File: config.mk
export PLATFORM = sky130hd
export DESIGN_NAME = hsv_histogram_shot_detector
export DESIGN_NICKNAME = d
export VERILOG_FILES = /design/src/sv/hsd_pkg.sv /design/src/sv/hsv_histogram_shot_detector.sv /design/src/sv/hsd_unit.sv /design/src/sv/hsd_hist.sv
export SDC_FILE = /design/constraint.sdc
export NUM_CORES = 2
export LEC_CHECK = 0
export BUFFER_PORTS_ARGS = -buffer_cell sky130_fd_sc_hd__buf_2
export CAP_MARGIN = 5
export CORE_MARGIN = 2
export CORE_UTILIZATION = 47
export CTS_CLUSTER_DIAMETER = 30
export DETAILED_ROUTE_END_ITERATION = 12
export MAX_ROUTING_LAYER = met4
export SKIP_LAST_GASP = 1
export SLEW_MARGIN = 20
export SYNTH_ARGS = -nofsm -noshare
export SYNTH_HDL_FRONTEND = slang
export SYNTH_SLANG_ARGS = --single-unit
File: constraint.sdc
create_clock -name clk -period 28.3 [get_ports clk]
set_input_delay 7.075 -clock clk [delete_from_list [all_inputs] [get_ports clk]]
set_output_delay 7.075 -clock clk [all_outputs]
set_load 0.01 [all_outputs]
File: src/sv/hsd_pkg.sv
// Shared types, constants and bin quantisers for the HSV histogram shot detector.
package hsd_pkg;

  localparam int BIN_COUNT  = 22;
  localparam int SAT_BASE   = 12;
  localparam int VAL_BASE   = 17;
  localparam int HUE_DIV    = 21;
  localparam int SV_DIV     = 51;
  localparam int HUE_TOP    = 11;
  localparam int SV_TOP     = 4;
  localparam int IDX_W      = $clog2(BIN_COUNT);
  localparam int CNT_W      = 22;
  localparam int MAX_PIXELS = 2097152;
  localparam int ACC_W      = 28;
  localparam int THR_W      = 9;
  localparam int THR10_W    = THR_W + 4;
  localparam int RHS_W      = THR10_W + CNT_W;
  localparam int OVL_W      = 25;

  localparam logic [CNT_W-1:0] CNT_MAX = CNT_W'(MAX_PIXELS);

  // Shared unit operations
  localparam logic OP_INC = 1'b0;
  localparam logic OP_ACC = 1'b1;

  typedef struct packed {
    logic [7:0] hue;
    logic [7:0] saturation;
    logic [7:0] brightness;
    logic       frame_end;
  } in_item_t;

  typedef struct packed {
    logic [OVL_W-1:0] weighted_overlap;
    logic [CNT_W-1:0] pixel_total;
    logic             same_shot;
    logic             first_frame;
    logic             overflow;
  } out_item_t;

  // Histogram store control from the sequencer
  typedef struct packed {
    logic [IDX_W-1:0] idx;
    logic             inc_we;
    logic             roll;
  } hist_ctl_t;

  // Hue bin: min(h/21, 11) from parallel threshold compares
  function automatic logic [IDX_W-1:0] hue_bin(input logic [7:0] h);
    logic [IDX_W-1:0] q;
    q = '0;
    for (int k = 1; k <= HUE_TOP; k++) begin
      if (h >= 8'(HUE_DIV * k)) q = IDX_W'(k);
    end
    return q;
  endfunction

  // Saturation / value bin: min(x/51, 4)
  function automatic logic [IDX_W-1:0] sv_bin(input logic [7:0] x);
    logic [IDX_W-1:0] q;
    q = '0;
    for (int k = 1; k <= SV_TOP; k++) begin
      if (x >= 8'(SV_DIV * k)) q = IDX_W'(k);
    end
    return q;
  endfunction

endpackage

File: src/sv/hsv_histogram_shot_detector.sv
// Top level: pixel sequencer, frame-end histogram walk and result register.
// Sequence: a pixel is accepted, then its hue, saturation and value bins are updated in turn
// through the shared adder; a frame end then walks all 22 bins, multiplies and registers the result.
// Input stalls until the sequencer is back in idle, so a new pixel is taken only after the last
// one is through; a held result stalls input.
// Reset (synchronous, rst_n low): histograms, counters and flags clear, threshold 205.
module hsv_histogram_shot_detector (
  input  logic                      clk,
  input  logic                      rst_n,
  input  logic                      in_valid,
  output logic                      in_stall,
  input  hsd_pkg::in_item_t         in_item,
  output logic                      out_valid,
  input  logic                      out_stall,
  output hsd_pkg::out_item_t        out_item,
  input  logic                      cfg_we,
  input  logic [hsd_pkg::THR_W-1:0] cfg_wdata
);

  localparam logic [2:0] S_IDLE = 3'd0;
  localparam logic [2:0] S_HUE  = 3'd1;
  localparam logic [2:0] S_SAT  = 3'd2;
  localparam logic [2:0] S_VAL  = 3'd3;
  localparam logic [2:0] S_WALK = 3'd4;
  localparam logic [2:0] S_MUL  = 3'd5;
  localparam logic [2:0] S_FIN  = 3'd6;

  logic [2:0]                state_r, state_nxt;
  logic [hsd_pkg::IDX_W-1:0] hue_idx_r, sat_idx_r, val_idx_r;
  logic                      last_r;
  logic [hsd_pkg::IDX_W-1:0] walk_idx_r, walk_idx_nxt;
  logic [hsd_pkg::CNT_W-1:0] pix_cnt_r, pix_cnt_nxt;
  logic                      sat_flag_r, sat_flag_nxt;
  logic                      have_prev_r, have_prev_nxt;
  logic [hsd_pkg::ACC_W-1:0] acc_r, acc_nxt;
  logic [hsd_pkg::RHS_W-1:0] rhs_r;
  logic [hsd_pkg::THR_W-1:0] thr_r;
  logic                      out_valid_r;
  hsd_pkg::out_item_t        out_item_r;

  hsd_pkg::hist_ctl_t        ctl;
  logic                      unit_op;
  logic [hsd_pkg::CNT_W-1:0] cur_rd, prev_rd;
  logic [hsd_pkg::ACC_W-1:0] unit_sum;
  logic                      at_max;
  logic                      in_acc;
  logic                      inc_state;
  logic                      emit;
  logic [hsd_pkg::THR10_W-1:0] thr10;
  logic [hsd_pkg::RHS_W-1:0] prod;
  logic                      same;

  hsd_hist u_hist (
    .clk     (clk),
    .rst_n   (rst_n),
    .ctl     (ctl),
    .wdata   (unit_sum[hsd_pkg::CNT_W-1:0]),
    .cur_rd  (cur_rd),
    .prev_rd (prev_rd)
  );

  hsd_unit u_unit (
    .op       (unit_op),
    .idx      (ctl.idx),
    .cur_val  (cur_rd),
    .prev_val (prev_rd),
    .acc      (acc_r),
    .sum      (unit_sum),
    .at_max   (at_max)
  );

  assign in_stall  = (state_r != S_IDLE);
  assign in_acc    = in_valid && !in_stall;
  assign inc_state = (state_r == S_HUE) || (state_r == S_SAT) || (state_r == S_VAL);
  assign emit      = (state_r == S_FIN) && (!out_valid_r || !out_stall);
  assign out_valid = out_valid_r;
  assign out_item  = out_item_r;

  // Threshold times ten, then times the pixel count
  assign thr10 = (hsd_pkg::THR10_W'(thr_r) << 3) + (hsd_pkg::THR10_W'(thr_r) << 1);
  assign prod  = hsd_pkg::RHS_W'(thr10) * hsd_pkg::RHS_W'(pix_cnt_r);
  assign same  = have_prev_r &&
                 ({acc_r, 8'b0} >= (hsd_pkg::ACC_W + 8)'(rhs_r));

  // Steer the bin port and shared adder
  always_comb begin
    ctl.roll   = (state_r == S_WALK);
    ctl.inc_we = inc_state && !at_max;
    unit_op    = (state_r == S_WALK) ? hsd_pkg::OP_ACC : hsd_pkg::OP_INC;
    unique case (state_r)
      S_HUE:   ctl.idx = hue_idx_r;
      S_SAT:   ctl.idx = sat_idx_r;
      S_VAL:   ctl.idx = val_idx_r;
      S_WALK:  ctl.idx = walk_idx_r;
      default: ctl.idx = '0;
    endcase
  end

  // Sequencer
  always_comb begin
    state_nxt     = state_r;
    walk_idx_nxt  = walk_idx_r;
    pix_cnt_nxt   = pix_cnt_r;
    sat_flag_nxt  = sat_flag_r;
    have_prev_nxt = have_prev_r;
    acc_nxt       = acc_r;
    unique case (state_r)
      S_IDLE: begin
        if (in_acc) begin
          if (pix_cnt_r < hsd_pkg::CNT_MAX) pix_cnt_nxt = pix_cnt_r + 1'b1;
          else sat_flag_nxt = 1'b1;
          state_nxt = S_HUE;
        end
      end
      S_HUE: begin
        if (at_max) sat_flag_nxt = 1'b1;
        state_nxt = S_SAT;
      end
      S_SAT: begin
        if (at_max) sat_flag_nxt = 1'b1;
        state_nxt = S_VAL;
      end
      S_VAL: begin
        if (at_max) sat_flag_nxt = 1'b1;
        walk_idx_nxt = '0;
        acc_nxt      = '0;
        state_nxt    = last_r ? S_WALK : S_IDLE;
      end
      S_WALK: begin
        acc_nxt = unit_sum;
        if (walk_idx_r == hsd_pkg::IDX_W'(hsd_pkg::BIN_COUNT - 1)) begin
          state_nxt = S_MUL;
        end else begin
          walk_idx_nxt = walk_idx_r + 1'b1;
        end
      end
      S_MUL: begin
        state_nxt = S_FIN;
      end
      S_FIN: begin
        if (emit) begin
          pix_cnt_nxt   = '0;
          sat_flag_nxt  = 1'b0;
          have_prev_nxt = 1'b1;
          state_nxt     = S_IDLE;
        end
      end
      default: begin
        state_nxt = S_IDLE;
      end
    endcase
  end

  // Control registers
  always_ff @(posedge clk) begin
    if (!rst_n) begin
      state_r     <= S_IDLE;
      walk_idx_r  <= '0;
      pix_cnt_r   <= '0;
      sat_flag_r  <= 1'b0;
      have_prev_r <= 1'b0;
      thr_r       <= hsd_pkg::THR_W'(205);
      out_valid_r <= 1'b0;
    end else begin
      state_r     <= state_nxt;
      walk_idx_r  <= walk_idx_nxt;
      pix_cnt_r   <= pix_cnt_nxt;
      sat_flag_r  <= sat_flag_nxt;
      have_prev_r <= have_prev_nxt;
      if (cfg_we) thr_r <= cfg_wdata;
      if (emit) out_valid_r <= 1'b1;
      else if (!out_stall) out_valid_r <= 1'b0;
    end
  end

  // Payload registers: pixel bins, accumulator, product, result
  always_ff @(posedge clk) begin
    acc_r <= acc_nxt;
    if (in_acc) begin
      hue_idx_r <= hsd_pkg::hue_bin(in_item.hue);
      sat_idx_r <= hsd_pkg::IDX_W'(hsd_pkg::SAT_BASE) + hsd_pkg::sv_bin(in_item.saturation);
      val_idx_r <= hsd_pkg::IDX_W'(hsd_pkg::VAL_BASE) + hsd_pkg::sv_bin(in_item.brightness);
      last_r    <= in_item.frame_end;
    end
    if (state_r == S_MUL) rhs_r <= prod;
    if (emit) begin
      out_item_r.weighted_overlap <= acc_r[hsd_pkg::OVL_W-1:0];
      out_item_r.pixel_total      <= pix_cnt_r;
      out_item_r.same_shot        <= same;
      out_item_r.first_frame      <= !have_prev_r;
      out_item_r.overflow         <= sat_flag_r;
    end
  end

  // Checks
  a_first_not_same: assert property (@(posedge clk) disable iff (!rst_n)
    out_valid |-> !(out_item.first_frame && out_item.same_shot))
    else $error("first frame reported as same shot");

  a_cnt_bound: assert property (@(posedge clk) disable iff (!rst_n)
    pix_cnt_r <= hsd_pkg::CNT_MAX)
    else $error("pixel counter beyond its limit");

  a_frame_clear: assert property (@(posedge clk) disable iff (!rst_n)
    emit |=> (pix_cnt_r == '0) && !sat_flag_r && have_prev_r)
    else $error("frame state not cleared after result");

  a_walk_range: assert property (@(posedge clk) disable iff (!rst_n)
    (state_r == S_WALK) |-> (walk_idx_r < hsd_pkg::IDX_W'(hsd_pkg::BIN_COUNT)))
    else $error("walk index out of range");

endmodule

File: src/sv/hsd_unit.sv
// Shared adder: saturating bin increment or weighted-minimum accumulate.
module hsd_unit (
  input  logic                     op,
  input  logic [hsd_pkg::IDX_W-1:0] idx,
  input  logic [hsd_pkg::CNT_W-1:0] cur_val,
  input  logic [hsd_pkg::CNT_W-1:0] prev_val,
  input  logic [hsd_pkg::ACC_W-1:0] acc,
  output logic [hsd_pkg::ACC_W-1:0] sum,
  output logic                     at_max
);

  logic [hsd_pkg::CNT_W-1:0] min_v;
  logic [hsd_pkg::ACC_W-1:0] min_w;
  logic [hsd_pkg::ACC_W-1:0] wmin;
  logic [hsd_pkg::ACC_W-1:0] opa;
  logic [hsd_pkg::ACC_W-1:0] opb;

  // Bin-wise minimum, weighted 5/3/2 by group with shift-adds
  always_comb begin
    min_v = (cur_val < prev_val) ? cur_val : prev_val;
    min_w = hsd_pkg::ACC_W'(min_v);
    if (idx < hsd_pkg::IDX_W'(hsd_pkg::SAT_BASE)) begin
      wmin = (min_w << 2) + min_w;
    end else if (idx < hsd_pkg::IDX_W'(hsd_pkg::VAL_BASE)) begin
      wmin = (min_w << 1) + min_w;
    end else begin
      wmin = min_w << 1;
    end
  end

  // Select operands for the one adder
  always_comb begin
    if (op == hsd_pkg::OP_ACC) begin
      opa = acc;
      opb = wmin;
    end else begin
      opa = hsd_pkg::ACC_W'(cur_val);
      opb = hsd_pkg::ACC_W'(1);
    end
    sum    = opa + opb;
    at_max = (cur_val >= hsd_pkg::CNT_MAX);
  end

endmodule

File: src/sv/hsd_hist.sv
// Current and previous frame histograms with one indexed read and update.
module hsd_hist (
  input  logic                      clk,
  input  logic                      rst_n,
  input  hsd_pkg::hist_ctl_t        ctl,
  input  logic [hsd_pkg::CNT_W-1:0] wdata,
  output logic [hsd_pkg::CNT_W-1:0] cur_rd,
  output logic [hsd_pkg::CNT_W-1:0] prev_rd
);

  logic [hsd_pkg::CNT_W-1:0] cur_r  [hsd_pkg::BIN_COUNT];
  logic [hsd_pkg::CNT_W-1:0] prev_r [hsd_pkg::BIN_COUNT];

  // Read the selected bin of both frames
  assign cur_rd  = cur_r[ctl.idx];
  assign prev_rd = prev_r[ctl.idx];

  // Increment a bin, or roll it into the previous frame and clear it
  always_ff @(posedge clk) begin
    if (!rst_n) begin
      for (int i = 0; i < hsd_pkg::BIN_COUNT; i++) begin
        cur_r[i]  <= '0;
        prev_r[i] <= '0;
      end
    end else if (ctl.roll) begin
      prev_r[ctl.idx] <= cur_r[ctl.idx];
      cur_r[ctl.idx]  <= '0;
    end else if (ctl.inc_we) begin
      cur_r[ctl.idx] <= wdata;
    end
  end

endmodule
==> metrics.txt <==
reg2reg setup slack=13960 ps; CTS tree=yes; die area=174000 um2; crit path to=u_hist.cur_r[22][20]; largest net degree at the start of global routing=121; Max Fanout on Critical Path=51; GRT Residual Overflow=0; Core Region=169000 um2; reg-to-reg startpoint=state_r[0]; cell mode on critical path=a21oi_1; FILL cells=13901; Post-CTS Setup Repair Bufs=0; RR Endpoint=u_hist.cur_r[22][20]; post-synthesis register bit count=1575; FMAX=69.7 MHz; Top delay family on crit path=compound AO/OA/AOI/OAI gates; Arrival @ worst endpoint=14950 ps; WS Path Type=reg2reg; multi-input combinational cell area=30200 um2; CP peak stage delay=910 ps; nets=7178; worst hold path class=reg2reg; drt pass-1 iters=6; r2r worst-path depth=39; mean routed wirelength per cell=30.1 um; layout cells sized above 1=0.161; Crit path depth=39; Pwr Density=96.4 nW/um2; worst slew pin tran=1260 ps; Critical Path Start Type=register; all-layer global routing usage=0.325; register area share after synthesis=0.585; status=finished clean; CP max stage cell=dfxtp_1; Peak VDD IR=58.0 uV; port buffer count=90; setup violators final=0; CTS buffer count=350; Post-synth EDFFs=1533; Final GP Congestion=0.945; number of vias per cell=6.19; post-CTS sizing=0; root buffer cell=clkbuf_16; crit path from=state_r[0]; Pleak=35.2 nW; CTS Buffer Depth=4; Detailed Route WL=276000 um; row cnt=151; Syn Inst Count=6590; Tmin final=14340 ps; Worst-path clk slew=40 ps; Setup Skew=96.8 ps; Iteration-0 DRC Markers=7555; first-pass GRT wire length=395000 um; Worst-Skew Late Latency=960 ps; area occupied by registers=46900 um2; total power=9.10 mW; Post-DP HPWL=169000 um; initial antenna violation count=4; Area Overhead vs Synth=17.9%; Synth Flop Type=edfxtp_1; final slew viol count=0; synth unique cells=117; via count=56948; Netlist Area Pre-Place=80100 um2; height of the die=417 um; post-route ant nets=0; Buf/Inv on CP=4; chip width=417 um; cts hold-fix bufs=0; Syn Area/Cell=12.2 um2; Sink Count=1575; Fin. Hold Viols=0; vias in the first global route=55740; Data required, critical path=28910 ps; setup TNS=0 ps; Worst setup EP type=register; Synthesized Nets=7047; # IOs=91; crit share post-route=0.507; H-tree depth=5; DRC=0; asr flop ratio synth=0; max-cap violation count=0; Starting Density=0.473; unrepaired setup endpoints after global routing=no; yosys warns=0; Rel. slew slack=0.158
stage by stage:
step | setup WS (ps) | cell area, um2 | instances | utilization | hold slack, ps
3_3_place_gp | 14440 | 83000 | 8586 | 0.490 | 417
3_5_place_dp | 14320 | 83000 | 8587 | 0.490 | 441
2_1_floorplan | 17040 | 80100 | 6590 | - | 409
5_1_grt | 13100 | 94400 | 9192 | 0.558 | 470
4_1_cts | 14280 | 94400 | 9192 | 0.558 | 458
6_report | 13960 | 94400 | 9197 | 0.558 | 448
layer usage:
metal / GRT usage / wire [um]
met1: 0.414 / 104000
met2: 0.484 / 124000
met3: 0.0724 / 30700
met4: 0.183 / 18000
met5: - / 0
layout make-up:
cell class                      instances  share of cell area
Inverter                              343              0.0136
Tap cell                             2218              0.0294
Antenna cell                            5            0.000132
Clock buffer                          395              0.0959
Sequential cell                      1575               0.496
Multi-Input combinational cell       4178               0.319
Clock inverter                        210              0.0252
Timing Repair Buffer                  273              0.0202
cells in the mapped netlist (15+ instances only):
| cell type | n | area [um2] |
|---|---|---|
| mux2i_1 | 189 | 1890 |
| xor2_1 | 44 | 385 |
| clkbuf_1 | 359 | 1350 |
| a211oi_1 | 17 | 128 |
| o21a_1 | 22 | 165 |
| nor2b_1 | 45 | 282 |
| inv_1 | 337 | 1260 |
| nor3_1 | 69 | 345 |
| dfxtp_1 | 42 | 841 |
| buf_1 | 35 | 131 |
| or3_1 | 16 | 100 |
| nand4_1 | 45 | 282 |
| a32oi_1 | 15 | 131 |
| and4_1 | 18 | 158 |
| edfxtp_1 | 1533 | 46000 |
| a21oi_1 | 154 | 771 |
| a22oi_1 | 91 | 683 |
| ha_1 | 215 | 2690 |
| o21bai_1 | 17 | 128 |
| o211ai_1 | 18 | 135 |
| buf_4 | 18 | 135 |
| or2_2 | 24 | 150 |
| nor2_1 | 1158 | 4350 |
| buf_2 | 67 | 335 |
| o21ai_0 | 88 | 440 |
| nand3_1 | 100 | 500 |
| xnor2_1 | 69 | 604 |
| fa_1 | 203 | 4060 |
| o22ai_1 | 65 | 407 |
| a21o_1 | 34 | 255 |
| and2_1 | 100 | 626 |
| and3_1 | 81 | 507 |
| mux4_2 | 169 | 3810 |
| o32ai_1 | 21 | 184 |
| a31oi_1 | 67 | 419 |
| nand2_1 | 769 | 2890 |
| nand2b_1 | 19 | 119 |
worst reg2reg max path, delay by kind of cell, from the launching register on:
| family | cells | cell delay, ps |
|---|---|---|
| AOI/OAI and AO/OA | 18 | 4700 |
| xor gates and xnor gates | 2 | 450 |
| adders and majority gates | 3 | 1060 |
| buffers and inverters | 4 | 2260 |
| DFF | 1 | 910 |
| muxes | 1 | 450 |
| and+or+nand+nor | 11 | 4230 |
where the power goes:
group	total, mW	switching (mW)	internal (mW)	leakage (nW)
Clock	3.95	1.26	2.69	5.51
Sequential	2.70	0.0242	2.67	15.6
Combinational	2.45	1.66	0.796	14.1
Total	9.10	2.94	6.16	35.2
flip-flops by register name, indices dropped and copies added, names as in the netlist, 3 cells and up:
signal and count:
u_hist.cur_r 704, u_hist.prev_r 704, out_item 50, rhs_r 34
acc_r 28, pix_cnt_r 22, thr_r 9, walk_idx_r 5
hue_idx_r 4, sat_idx_r 4, val_idx_r 4, state_r 3
logic make-up after synthesis:
family,count (synthesis),synth area share
mux,368,0.0725
simple gates,2513,0.137
fa+ha+maj,421,0.0847
xor+xnor,113,0.0124
compound gates,762,0.0660
flops,1575,0.585
other cells,1,0.0000468
buf+inv,837,0.0427
cell usage in the layout (no fill, tap or decap), drive strengths merged, types with 65 or more instances in the layout:
master,netlist,final
edfxtp,1533,1533
nor2,1160,1160
nand2,770,770
clkbuf,359,395
inv,341,355
buf,135,273
ha,215,215
fa,203,203
mux2i,190,190
mux4,169,169
a21oi,157,157
clkinv,2,121
nand3,101,101
and2,100,100
o21ai,96,96
a22oi,92,92
and3,81,81
nor3,70,70
xnor2,69,69
a31oi,68,68
o22ai,65,65
worst min-delay path by stage:
stage	startpoint	end	slack, ps	cells past startpoint
2_1_floorplan	sat_flag_r	out_item[0]	410	0
3_3_place_gp	sat_flag_r	out_item[0]	420	0
3_5_place_dp	sat_flag_r	out_item[0]	440	0
4_1_cts	sat_flag_r	out_item[0]	460	0
5_1_grt	sat_flag_r	out_item[0]	470	0
6_report	sat_flag_r	out_item[0]	450	0
(Power assumes the default switching activity.)
